File: src/jsu_pkg.sv
// Shared types, constants and helpers of the string unescaper.
package jsu_pkg;

   localparam int CP_WIDTH    = 21;
   localparam int QUEUE_DEPTH = 4;
   localparam int QPTR_WIDTH  = $clog2(QUEUE_DEPTH);
   localparam int QCNT_WIDTH  = $clog2(QUEUE_DEPTH + 1);

   typedef logic [CP_WIDTH-1:0] cp_type;

   typedef enum logic [2:0] {
      MODE_NORMAL = 3'd0,
      MODE_ESCAPE = 3'd1,
      MODE_HEX4   = 3'd2,
      MODE_HEX3   = 3'd3,
      MODE_HEX2   = 3'd4,
      MODE_HEX1   = 3'd5
   } mode_type;

   typedef enum logic [1:0] {
      ST_DATA   = 2'd0,
      ST_DONE   = 2'd1,
      ST_BADHEX = 2'd2,
      ST_EOI    = 2'd3
   } status_type;

   // One classified item handed from front to back.
   typedef struct packed {
      logic       is_status;
      status_type status;
      cp_type     cp;
   } entry_type;

   // Character codes.
   localparam cp_type CP_DQUOTE    = 21'h22;
   localparam cp_type CP_SQUOTE    = 21'h27;
   localparam cp_type CP_BACKSLASH = 21'h5C;
   localparam cp_type CP_LOWER_A   = 21'h61;
   localparam cp_type CP_LOWER_B   = 21'h62;
   localparam cp_type CP_LOWER_F   = 21'h66;
   localparam cp_type CP_LOWER_N   = 21'h6E;
   localparam cp_type CP_LOWER_R   = 21'h72;
   localparam cp_type CP_LOWER_T   = 21'h74;
   localparam cp_type CP_LOWER_U   = 21'h75;
   localparam cp_type CP_BEL       = 21'h07;
   localparam cp_type CP_BS        = 21'h08;
   localparam cp_type CP_TAB       = 21'h09;
   localparam cp_type CP_LF        = 21'h0A;
   localparam cp_type CP_FF        = 21'h0C;
   localparam cp_type CP_CR        = 21'h0D;

   // Hex digit decode: bit 4 marks a valid digit, bits 3:0 hold its value.
   function automatic logic [4:0] hex_digit(input cp_type c);
      logic [4:0] r;
      r = 5'd0;
      if (c inside {[21'h30:21'h39]}) begin
         r = {1'b1, c[3:0]};
      end else if (c inside {[21'h41:21'h46], [21'h61:21'h66]}) begin
         r = {1'b1, c[3:0] + 4'd9};
      end
      return r;
   endfunction

endpackage

File: src/jsu_front.sv
// Front end: takes code points, tracks escape state, queues decoded characters.
module jsu_front (
   input  logic               clock,
   input  logic               reset,
   input  logic               csr_wen,
   input  logic               csr_wdata,
   input  logic               req_tvalid,
   output logic               req_tready,
   input  jsu_pkg::cp_type    req_code_point,
   input  logic               queue_full,
   output logic               push,
   output jsu_pkg::entry_type push_entry
);
   import jsu_pkg::*;

   mode_type    mode_ff, mode_in;
   logic [15:0] acc_ff, acc_in;
   logic        quote_ff, quote_in;

   logic        accept;
   cp_type      quote_cp;
   cp_type      mapped;
   logic [4:0]  digit;
   logic [15:0] acc_next;

   assign req_tready = !queue_full;
   assign accept     = req_tvalid && !queue_full;
   assign quote_cp   = quote_ff ? CP_SQUOTE : CP_DQUOTE;
   assign digit      = hex_digit(req_code_point);
   assign acc_next   = {acc_ff[11:0], digit[3:0]};

   // Map the escaped letter to its control character
   always_comb begin
      case (req_code_point)
         CP_LOWER_A: mapped = CP_BEL;
         CP_LOWER_B: mapped = CP_BS;
         CP_LOWER_F: mapped = CP_FF;
         CP_LOWER_N: mapped = CP_LF;
         CP_LOWER_R: mapped = CP_CR;
         CP_LOWER_T: mapped = CP_TAB;
         default:    mapped = req_code_point;
      endcase
   end

   // Hold the closing quote selection
   assign quote_in = csr_wen ? csr_wdata : quote_ff;

   // Registers
   always_ff @(posedge clock) begin
      if (reset) begin
         mode_ff  <= MODE_NORMAL;
         acc_ff   <= 16'd0;
         quote_ff <= 1'b0;
      end else begin
         mode_ff  <= mode_in;
         acc_ff   <= acc_in;
         quote_ff <= quote_in;
      end
   end

   // Next escape state and the entry to queue
   always_comb begin
      mode_in    = mode_ff;
      acc_in     = acc_ff;
      push       = 1'b0;
      push_entry = '{is_status: 1'b0, status: ST_DATA, cp: req_code_point};
      if (accept) begin
         case (mode_ff)
            MODE_ESCAPE: begin
               if (req_code_point == CP_LOWER_U) begin
                  mode_in = MODE_HEX4;
                  acc_in  = 16'd0;
               end else begin
                  mode_in       = MODE_NORMAL;
                  push          = 1'b1;
                  push_entry.cp = mapped;
               end
            end
            MODE_HEX4, MODE_HEX3, MODE_HEX2, MODE_HEX1: begin
               if (!digit[4]) begin
                  mode_in              = MODE_NORMAL;
                  acc_in               = 16'd0;
                  push                 = 1'b1;
                  push_entry.is_status = 1'b1;
                  push_entry.status    = ST_BADHEX;
               end else if (mode_ff == MODE_HEX1) begin
                  mode_in       = MODE_NORMAL;
                  acc_in        = 16'd0;
                  push          = 1'b1;
                  push_entry.cp = {{(CP_WIDTH - 16){1'b0}}, acc_next};
               end else begin
                  mode_in = mode_type'(mode_ff + 3'd1);
                  acc_in  = acc_next;
               end
            end
            default: begin
               mode_in = MODE_NORMAL;
               if (req_code_point == quote_cp) begin
                  acc_in               = 16'd0;
                  push                 = 1'b1;
                  push_entry.is_status = 1'b1;
                  push_entry.status    = ST_DONE;
               end else if (req_code_point == CP_BACKSLASH) begin
                  mode_in = MODE_ESCAPE;
               end else begin
                  push = 1'b1;
               end
            end
         endcase
         // A zero character ends the input early
         if (push && !push_entry.is_status && push_entry.cp == '0) begin
            acc_in               = 16'd0;
            push_entry.is_status = 1'b1;
            push_entry.status    = ST_EOI;
         end
      end
   end

endmodule

File: src/jsu_queue.sv
// Short register queue between the front end and the byte encoder.
module jsu_queue (
   input  logic               clock,
   input  logic               reset,
   input  logic               push,
   input  jsu_pkg::entry_type push_entry,
   output logic               full,
   input  logic               pop,
   output logic               head_valid,
   output jsu_pkg::entry_type head_entry
);
   import jsu_pkg::*;

   entry_type               mem_ff [QUEUE_DEPTH];
   logic [QPTR_WIDTH-1:0]   wr_ptr_ff, wr_ptr_in;
   logic [QPTR_WIDTH-1:0]   rd_ptr_ff, rd_ptr_in;
   logic [QCNT_WIDTH-1:0]   count_ff, count_in;
   logic                    do_pop;

   assign full       = (count_ff == QCNT_WIDTH'(QUEUE_DEPTH));
   assign head_valid = (count_ff != '0);
   assign head_entry = mem_ff[rd_ptr_ff];
   assign do_pop     = pop && head_valid;

   // Advance pointers and count
   always_comb begin
      wr_ptr_in = wr_ptr_ff;
      rd_ptr_in = rd_ptr_ff;
      count_in  = count_ff;
      if (push) begin
         wr_ptr_in = (wr_ptr_ff == QPTR_WIDTH'(QUEUE_DEPTH - 1)) ? '0 : wr_ptr_ff + 1'b1;
      end
      if (do_pop) begin
         rd_ptr_in = (rd_ptr_ff == QPTR_WIDTH'(QUEUE_DEPTH - 1)) ? '0 : rd_ptr_ff + 1'b1;
      end
      if (push && !do_pop) begin
         count_in = count_ff + 1'b1;
      end else if (do_pop && !push) begin
         count_in = count_ff - 1'b1;
      end
   end

   always_ff @(posedge clock) begin
      if (reset) begin
         wr_ptr_ff <= '0;
         rd_ptr_ff <= '0;
         count_ff  <= '0;
      end else begin
         wr_ptr_ff <= wr_ptr_in;
         rd_ptr_ff <= rd_ptr_in;
         count_ff  <= count_in;
      end
   end

   // Store the pushed entry
   always_ff @(posedge clock) begin
      if (push) begin
         mem_ff[wr_ptr_ff] <= push_entry;
      end
   end

endmodule

File: src/jsu_back.sv
// Back end: splits queued characters into UTF-8 bytes behind an output register.
module jsu_back (
   input  logic               clock,
   input  logic               reset,
   input  logic               head_valid,
   input  jsu_pkg::entry_type head_entry,
   output logic               pop,
   output logic               rsp_tvalid,
   input  logic               rsp_tready,
   output logic [7:0]         rsp_out_byte,
   output jsu_pkg::status_type rsp_status,
   output logic               rsp_tlast
);
   import jsu_pkg::*;

   logic [1:0]  idx_ff, idx_in;
   logic        valid_ff, valid_in;
   logic [7:0]  byte_ff, byte_in;
   status_type  status_ff, status_in;
   logic        last_ff, last_in;

   logic        load;
   cp_type      cp;
   logic [1:0]  nlast;
   logic [1:0]  remain;
   logic [7:0]  lead;
   logic [5:0]  cont;
   logic [7:0]  data_byte;
   logic        final_byte;

   assign cp   = head_entry.cp;
   assign load = head_valid && (!valid_ff || rsp_tready);

   // Byte count minus one and lead byte of the character
   always_comb begin
      if (cp < 21'h80) begin
         nlast = 2'd0;
         lead  = cp[7:0];
      end else if (cp < 21'h800) begin
         nlast = 2'd1;
         lead  = {3'b110, cp[10:6]};
      end else if (cp < 21'h10000) begin
         nlast = 2'd2;
         lead  = {4'b1110, cp[15:12]};
      end else begin
         nlast = 2'd3;
         lead  = {5'b11110, cp[20:18]};
      end
   end

   // Pick the continuation bits still to send
   assign remain = nlast - idx_ff;
   always_comb begin
      case (remain)
         2'd0:    cont = cp[5:0];
         2'd1:    cont = cp[11:6];
         default: cont = cp[17:12];
      endcase
   end

   assign data_byte  = (idx_ff == 2'd0) ? lead : {2'b10, cont};
   assign final_byte = head_entry.is_status || (remain == 2'd0);
   assign pop        = load && final_byte;

   // Load the next byte into the output register
   always_comb begin
      valid_in  = valid_ff;
      byte_in   = byte_ff;
      status_in = status_ff;
      last_in   = last_ff;
      idx_in    = idx_ff;
      if (load) begin
         valid_in  = 1'b1;
         byte_in   = head_entry.is_status ? 8'd0 : data_byte;
         status_in = head_entry.is_status ? head_entry.status : ST_DATA;
         last_in   = final_byte;
         idx_in    = final_byte ? 2'd0 : idx_ff + 2'd1;
      end else if (rsp_tready) begin
         valid_in = 1'b0;
      end
   end

   always_ff @(posedge clock) begin
      if (reset) begin
         valid_ff <= 1'b0;
         idx_ff   <= 2'd0;
      end else begin
         valid_ff <= valid_in;
         idx_ff   <= idx_in;
      end
   end

   always_ff @(posedge clock) begin
      byte_ff   <= byte_in;
      status_ff <= status_in;
      last_ff   <= last_in;
   end

   assign rsp_tvalid   = valid_ff;
   assign rsp_out_byte = byte_ff;
   assign rsp_status   = status_ff;
   assign rsp_tlast    = last_ff;

endmodule

File: src/json_string_unescape_utf8_top.sv
// JSON string body unescaper with UTF-8 output: a code point accepted per cycle on req
// while the queue has room, one UTF-8 byte or status word per cycle on rsp while the
// receiver is ready. A multi-byte character stays at the head of the queue until its
// last byte is loaded into the output register, so text that stays in ASCII keeps the
// full rate; the four-entry queue between the escape decoder and the byte encoder
// absorbs short bursts of multi-byte characters and lets either side stall without
// stopping the other. Backslash, u and non-final hex digits produce no word. An accepted
// item is written into the queue and then loaded into the output register for rsp.
module json_string_unescape_utf8_top (
   input  logic        clock,
   input  logic        reset,
   input  logic        csr_wen,
   input  logic        csr_wdata,
   input  logic        req_tvalid,
   output logic        req_tready,
   input  logic [23:0] req_tdata,   // [20:0] code_point, [23:21] zero
   output logic        rsp_tvalid,
   input  logic        rsp_tready,
   output logic [15:0] rsp_tdata,   // [7:0] out_byte, [9:8] status, [15:10] zero
   output logic        rsp_tlast    // last_of_run
);
   import jsu_pkg::*;

   logic       queue_full;
   logic       push;
   entry_type  push_entry;
   logic       pop;
   logic       head_valid;
   entry_type  head_entry;
   logic [7:0] out_byte;
   status_type status;

   jsu_front u_front (
      .clock          (clock),
      .reset          (reset),
      .csr_wen        (csr_wen),
      .csr_wdata      (csr_wdata),
      .req_tvalid     (req_tvalid),
      .req_tready     (req_tready),
      .req_code_point (req_tdata[CP_WIDTH-1:0]),
      .queue_full     (queue_full),
      .push           (push),
      .push_entry     (push_entry)
   );

   jsu_queue u_queue (
      .clock      (clock),
      .reset      (reset),
      .push       (push),
      .push_entry (push_entry),
      .full       (queue_full),
      .pop        (pop),
      .head_valid (head_valid),
      .head_entry (head_entry)
   );

   jsu_back u_back (
      .clock        (clock),
      .reset        (reset),
      .head_valid   (head_valid),
      .head_entry   (head_entry),
      .pop          (pop),
      .rsp_tvalid   (rsp_tvalid),
      .rsp_tready   (rsp_tready),
      .rsp_out_byte (out_byte),
      .rsp_status   (status),
      .rsp_tlast    (rsp_tlast)
   );

   // Pack the result word
   assign rsp_tdata = {6'd0, status, out_byte};

endmodule

File: config.mk
export PLATFORM = sky130hd
export DESIGN_NAME = json_string_unescape_utf8_top
export DESIGN_NICKNAME = d
export VERILOG_FILES = /design/src/jsu_pkg.sv /design/src/jsu_front.sv /design/src/jsu_queue.sv /design/src/jsu_back.sv /design/src/json_string_unescape_utf8_top.sv
export SDC_FILE = /design/constraint.sdc
export NUM_CORES = 1
export LEC_CHECK = 0
export BUFFER_PORTS_ARGS = -buffer_cell sky130_fd_sc_hd__buf_2
export CAP_MARGIN = 0
export CELL_PAD_IN_SITES_DETAIL_PLACEMENT = 2
export CELL_PAD_IN_SITES_GLOBAL_PLACEMENT = 2
export CORE_ASPECT_RATIO = 1.1
export CORE_UTILIZATION = 42
export CTS_CLUSTER_SIZE = 40
export DETAILED_ROUTE_END_ITERATION = 7
export GPL_TIMING_DRIVEN = 0
export PLACE_DENSITY = 0.87
export SETUP_SLACK_MARGIN = 0.1
export SKIP_CTS_REPAIR_TIMING = 1
export SLEW_MARGIN = 10
export SYNTH_ARGS = -nofsm -noshare
export SYNTH_HDL_FRONTEND = slang
export SYNTH_SLANG_ARGS = --single-unit
File: constraint.sdc
create_clock -name clock -period 6.4 [get_ports clock]
set_clock_uncertainty 0.15 [all_clocks]
set_input_delay 0.64 -clock clock [delete_from_list [all_inputs] [get_ports clock]]
set_output_delay 0.64 -clock clock [all_outputs]
set_load 0.05 [all_outputs]
==> metrics list, run 1 <==
- Count of yosys warnings during synthesis: 0
- In this run the worst hold path is classified as in2reg.
- The worst-case IR drop observed on VDD is 0.218 mV.
- For this design, the sink count on the clock tree is 135.
- By area the synthesized netlist is led by edfxtp_1, dfxtp_1, mux4_2.
* Critical-path maximum fanout: 10
- Int Power: 1980 µW
- Global routing finished with a remaining overflow of 0.
* Die height: 134 µm
* Detailed placer's ending HPWL: 15.3 mm
- Clock tree root driver cell: clkbuf_16
- 0 antenna diodes ended up in the layout.
- Wire length of the first global-routing pass: 34.1 mm
- Mean area per synthesized cell: 12.4 µm²
- Counting tap cells, the placed design contains a total of 770 instances.
- Worst Hold Slack: 0.298 ns
- The startpoint identified for the worst hold timing path is csr_wdata.
- Overall die area: 16,200 µm²
- Counting flops with a built-in enable in the synthesized netlist gives 107.
- Clock network latency to the later pin of the worst-skew pair: 0.43 ns
- Number of fill cells in the layout: 1,478
* Number of iterations in the first detailed-routing pass: 5
- The count of cells in the finished layout, fillers not included, comes to 801.
* Switching power: 1110 µW
* Antenna-violating nets left: 0
- The number of antenna violations at the first check in global routing was 0.
* CTS tree: yes
- CTS buffer count: 17
- Max-cap violations in this run came to 0.
- Switching Share: 0.360
- Cell taking the most area after synthesis: edfxtp_1
* Total via count in the routed design: 4,965
- Worst Setup End Kind: register
- STA puts the critical path data required time at 6.60 ns.
- In this run the number of H-tree levels came out at 4.
- Final net count: 637
- The routed design has 22.4 mm of wire.
- Setup repair after global routing missed its margin: no
- The die is 122 µm wide.
* Clock network fraction of design power: 0.309
- Clock-pin slew was measured on the worst setup and hold paths at 0.06 ns.
* TNS Setup: 0 ns
- The critical path is of the reg2reg type.
* Max Root-Sink Buffers: 2
- Dividing the final minimum period by the clock period gives 0.923.
- Counting flops and latches in the post-synthesis netlist gives 135.
- Cells after synthesis: 533
- Starting density of the core: 0.434
- After layout, the minimum clock period comes to 5.91 ns.
- Combinational cell fraction of total power: 0.314
- After floorplanning, the core was divided into 47 placement rows.
- Fmax: 169 MHz
- Via density: 6.20
* Cell variety after synth: 71
- Port buffer count: 35
- Std-Cell Core Area: 15,200 µm²
* Leading register cell type out of synthesis: edfxtp_1
- Power comes to 3090 µW.
* Portion of the post-synthesis area used by sequential elements: 0.571
- Of the cells placed in the final design, the portion with a size suffix greater than 1 is 0.203.
- Routability-driven placement finished with a final weighted congestion of 0.893.
- The analysis attributes to cell leakage a power of 0.00270 µW.
* Maximum number of pins on one net before global-route repair: 25
- Worst rel slew slack: 0.361
* Final Hold Fails: 0
- Setup violations remaining at the end of the flow were counted as 0.
- Relative to the synthesized area, the layout overhead comes to 15.8%.
* Critical Path AT: 6.11 ns
* Overall global routing resource usage: 0.293
- Status: completed
- Pins Over Slew Limit: 0
* Transition time of the tightest slew-check pin: 0.958 ns
* Post-Synthesis Cell Area: 6610 µm²
- In the final routed layout, each cell accounts on average for 27.9 µm.
* IO Count: 49
- Post-route DRC violation count: 0
- The via count of the first global-routing pass came to 5,412.
* Sequential power share: 0.377
* Pwr/cell area: 404 nW/µm²
* Critical path startpoint category: register
* Fraction of registers with async set/reset: 0
- Initial drt markers: 385
- Of the post-synthesis cell area, the dominant cell type holds 0.486.
-- metal layers --
layer  global-route usage  routed length (µm)
met1                0.347                9090
met2                0.524               12000
met3               0.0539                 679
met4                0.108                 608
met5                    0                   0
-- cell type report --
cell class	count	area, µm²	area share
Sequential cell	135	3770	0.493
Inverter	18	67.6	0.00883
Multi-Input combinational cell	347	2610	0.341
Clock buffer	17	425	0.0556
Buffer	38	188	0.0245
Timing Repair Buffer	36	203	0.0265
Clock inverter	14	136	0.0178
Tap cell	196	245	0.0321
-- through the flow --
step                area, µm²  setup slack (ns)  utilization
floorplan                6630              1.63            -
global placement         7050             0.743        0.463
detailed placement       7070             0.281        0.464
CTS                      7640            0.0605        0.501
global route             7650             0.231        0.502
finish                   7650             0.494        0.502
-- synth_stat cells, types with 3 or more instances --
cell        n
nor3_1     14
o21ai_0    25
nor3b_1     5
o211ai_1    4
inv_1      17
clkbuf_1   21
and3_1      5
buf_4       8
a21oi_1    48
nand4_1    14
a211oi_1    5
nand2_1    28
nor4_1      4
nand3_1     6
xnor2_1     4
nor2_1     42
dfxtp_1    28
a21o_1     12
mux4_2     24
buf_2       4
ha_1       13
buf_1       3
edfxtp_1  107
a22o_1      3
or4_1       3
and2_1     10
mux2i_1     8
or3_1       5
nor2b_1     3
a311oi_1    3
-- cells in the final DEF, fill, tap and decap left out, drive strengths merged, types with 12 or more instances in the layout --
| cell | synthesis | routed |
|---|---|---|
| buf | 16 | 52 |
| inv | 18 | 18 |
| ha | 13 | 13 |
| nor3 | 16 | 16 |
| o21ai | 26 | 26 |
| nand2 | 28 | 28 |
| nand4 | 14 | 14 |
| edfxtp | 107 | 107 |
| clkbuf | 22 | 39 |
| dfxtp | 28 | 28 |
| a21o | 12 | 12 |
| mux4 | 24 | 24 |
| a21oi | 48 | 48 |
| nor2 | 44 | 44 |
-- logic make-up (layout without fill, tap and decap cells) --
group           Yosys count  after routing  synth area share
other cells               1              6          0.000568
buf+inv                  56            123            0.0384
simple gates            162            162             0.134
flops                   135            135             0.571
xor+xnor                  7              7            0.0104
mux                      33             33            0.0956
compound gates          125            125             0.122
fa+ha+maj                14             14            0.0276
-- power groups by stage --
| stage | combinational [µW] | sequential (µW) | clock (µW) |
|---|---|---|---|
| after floorplan | 533 | 1300 | 0 |
| after detailed placement | 941 | 1180 | 0 |
| after CTS | 969 | 1170 | 964 |
| after global placement | 881 | 1160 | 0 |
| final | 969 | 1170 | 956 |
| after global routing | 1030 | 1180 | 987 |
-- critical path, cell delays in order, from the launching register on --
cell      delay (ns)
dfxtp_1         0.56
clkbuf_2        0.39
mux4_2          0.42
or4_4           0.56
nor2_1          0.42
o21ai_0         0.25
ha_1            0.28
xnor2_2         0.42
xor2_2          0.42
or2_1           0.20
and2b_2         0.23
nor2_2          0.09
inv_1           0.09
ha_1            0.20
inv_1           0.07
fa_1            0.39
xor2_1          0.19
or3_1           0.31
a21oi_1         0.17
-- final timing paths --
| check | end | slack [ns] | cells past startpoint |
|---|---|---|---|
| max reg2reg | u_queue.count_ff[2] | 0.49 | 18 |
| min reg2reg | u_front.acc_ff[11] | 0.37 | 2 |
| min | u_front.quote_ff | 0.30 | 3 |
| max | u_queue.count_ff[2] | 0.49 | 18 |
-- flip-flops by register name, summed over array words and instances (netlist names), named ones only --
register / cells
u_back.idx_ff: 2
u_back.rsp_out_byte: 8
u_back.rsp_status: 2
u_back.rsp_tlast: 1
u_back.rsp_tvalid: 1
u_front.acc_ff: 12
u_front.mode_ff: 3
u_front.quote_ff: 1
u_queue.count_ff: 3
u_queue.mem_ff: 96
u_queue.rd_ptr_ff: 2
u_queue.wr_ptr_ff: 2
Note: power is estimated with default switching activity, not from simulation.
==> run 2, diff against run 1 <==
- ABC_AREA: default -> 1
- CORE_UTILIZATION: 42 -> 38
- PLACE_DENSITY: 0.87 -> 0.86
==> metrics list, run 2 <==
- Cells after synthesis: 786
- The first detailed-routing pass took 5 iterations.
- Pins Over Slew Limit: 0
- After floorplanning, the core was divided into 52 placement rows.
- TNS Setup: 0 ns
- Global placement routability congestion: 0.879
- From synthesis to final layout, the design area changed by 15.3%.
- Post-route setup slack: 0.787 ns
- Number of fill cells in the layout: 1,990
- For this design the ratio of total power to cell area is 399 nW/µm².
- Setup repair after global routing left no endpoint under its margin.
- Fmax: 178 MHz
- Hold is met by 0.282 ns.
- Summed over all layers, the routed wires come to 26.7 mm.
- Detailed placer's ending HPWL: 19.1 mm
- For this configuration, the core starts out at a cell density of 0.390.
- After global routing the overflow that remains totals 0.
* Total via count in the routed design: 6,163
* CTS buffer count: 17
* Top routing layer in use: met4
- In the final layout, the share of cells above drive strength 1 is 0.170.
- Number of global-route vias before repair: 6,926
* Worst rel slew slack: 0.348
* Num Clock Sinks: 135
- Before CTS, the worst setup slack after placement is 0.942 ns.
- # Max-Cap Violations: 0
* Total met2 wirelength after detailed routing: 14.4 mm
* Status: completed
- Clock-pin slew reported for the worst setup and hold paths after clock tree synthesis: 0.07 ns
- The number of hold violations in the final report came to 0.
- Cell taking the most area after synthesis: edfxtp_1
- Classification of the worst-slack hold path: in2reg
- Routed wire length on met3: 773 µm
- Top library cells by usage in the layout, fill and taps aside: nand2_1, edfxtp_1, nor2_1, inv_1, o21ai_0
* Commonest non-fill, non-tap cell in the layout: nand2_1
- TritonCTS built the clock tree.
* IO Count: 49
- A synthesized cell averages 9.13 µm².
- The share of synthesized area in the top cell type comes to 0.448.
- The number of antenna violations at the first check in global routing was 0.
- Worst VDD drop: 0.212 mV
* Antenna Cells: 0
- Data on the critical path is required at its endpoint by 6.57 ns.
* Largest Register: u_queue.mem_ff
* Post-route DRC violation count: 0
* Critical Path AT: 5.79 ns
- The clock reaches the later pin of the worst-skew pair after 0.45 ns.
- Fraction of registers with async set/reset: 0
- Final min period: 5.61 ns
- Max Root-Sink Buffers: 2
* Count of yosys warnings during synthesis: 0
* Cell variety after synth: 56
* Met1 wire length: 10.6 mm
* Wire length of the first global-routing pass: 41.3 mm
* Initial drt markers: 357
* Transition time of the tightest slew-check pin: 0.975 ns
* Level count of the clock H-tree: 4
* Std-Cell Core Area: 18,400 µm²
- Clock tree root driver cell: clkbuf_16
- Static Leak: 0.00320 µW
- Along the worst path, the maximum fanout reaches 10.
- Synthesis inferred 135 register bits.
* Leading cell types by total area after synthesis: edfxtp_1, dfxtp_1, nand2_1
* Antenna-violating nets left: 0
- The die is 133 µm wide.
- Sorting the synthesized cells by how often they occur yields nand2_1, edfxtp_1, nor2_1, inv_1, o21ai_0.
- Post-Synthesis Cell Area: 7170 µm²
* Critical path startpoint category: register
- Final clock period utilization by the worst path: 0.877
* Number of enable flip-flop cells after synthesis: 107
- Type of the worst setup path: reg2reg
- Of the synthesized area, sequential elements account for 0.526.
- Maximum number of pins on one net before global-route repair: 25
- Buffers placed on the I/O ports in this run total 35.
* Finish-stage setup viols: 0
- Via density: 5.60
- In this run, placement finished with an instance count of 1,069.
* Overall die area: 19,400 µm²
- Overall global routing resource usage: 0.288
- Flip-flop count of the largest register after layout: 96
- Leaving out filler cells and counting taps, the final layout contains 1,101.
* Drt wl/cell: 24.2 µm
- Die height: 146 µm
- Final net count: 889
- Worst Setup End Kind: register
- For this run, the leading register cell type out of synthesis is edfxtp_1.
* Most repeated cell in the gate-level netlist after synthesis: nand2_1
-- run 2: cell count changes after synthesis, moves of 7 or more --
| cell | delta |
|---|---|
| o22ai_1 | +16 |
| a21o_1 | -11 |
| nand2_1 | +109 |
| nor2_1 | +58 |
| and2_1 | -10 |
| nor2_2 | +8 |
| nand2_2 | +9 |
| o21ai_0 | +31 |
| nor3_1 | -7 |
| nand4_1 | -7 |
| nand3_1 | +38 |
| inv_1 | +60 |
| mux2i_1 | -8 |
| mux4_2 | -24 |
-- run 2: cell families (layout without fill, tap and decap cells) --
logic type               count (synthesis)  count (layout)  share of synthesized area
flip-flops                             135             135                      0.526
AND/OR/NAND/NOR                        340             340                      0.224
XOR/XNOR                                 5               5                    0.00610
buffers and inverters                  130             197                     0.0832
AO/OA/AOI/OAI                          161             161                      0.134
adder cells (fa/ha/maj)                 14              14                     0.0255
other                                    1               6                   0.000523
-- run 2: worst paths after layout --
path,start,end,slack [ns],cells past startpoint
max,register,u_queue.count_ff[2],0.79,27
min reg2reg,u_front.acc_ff[2],u_front.acc_ff[2],0.35,2
max reg2reg,register,u_queue.count_ff[2],0.79,27
min,csr_wdata,u_front.quote_ff,0.28,3
-- run 2: per-stage QoR --
step           utilization  area [µm²]  power [µW]
2_1_floorplan            -        7190        1920
3_3_place_gp         0.417        7670        2180
3_5_place_dp         0.419        7710        2320
4_1_cts              0.449        8270        3300
5_1_grt              0.449        8270        3430
6_report             0.449        8270        3300
-- run 2: cell type report --
type                       count  area, µm²  area share
buffer                        42        259      0.0313
clock buffer                  17        425      0.0514
clock inverter                15        141      0.0171
inverter                      88        338      0.0408
multi-input combinational    526       2860       0.345
sequential                   135       3770       0.456
tap                          243        304      0.0367
timing repair buffer          35        175      0.0212
-- run 2: where the power goes --
part	leakage (µW)	internal, µW	switching, µW
clock network	0.000273	541	424
logic	0.00171	286	843
registers	0.00122	1130	73.4
total	0.00320	1960	1340
-- run 2: worst max-delay path, stage by stage, from the launching register on --
cell and delay (ns):
dfxtp_1 0.39, inv_2 0.09, clkbuf_1 0.40, clkbuf_1 0.44, o21ai_0 0.17, o22ai_1 0.34
inv_1 0.14, nand3_1 0.12, nor3_1 0.06, nand2_1 0.16, o21ai_0 0.11, ha_1 0.20
xor2_1 0.17, inv_1 0.08, nand2_1 0.08, nand2_2 0.13, nand2_1 0.21, inv_1 0.09
nor2_1 0.32, nor2_2 0.13, inv_1 0.12, ha_1 0.17, inv_1 0.09, fa_1 0.42
a21oi_1 0.21, o21ai_0 0.20, o21ai_0 0.20, a21oi_1 0.06
-- run 2: metal layers --
metal / vias up / GRT usage
li1: 2798 / -
met1: 3158 / 0.315
met2: 146 / 0.538
met3: 61 / 0.0444
met4: 0 / 0.137
met5: - / 0
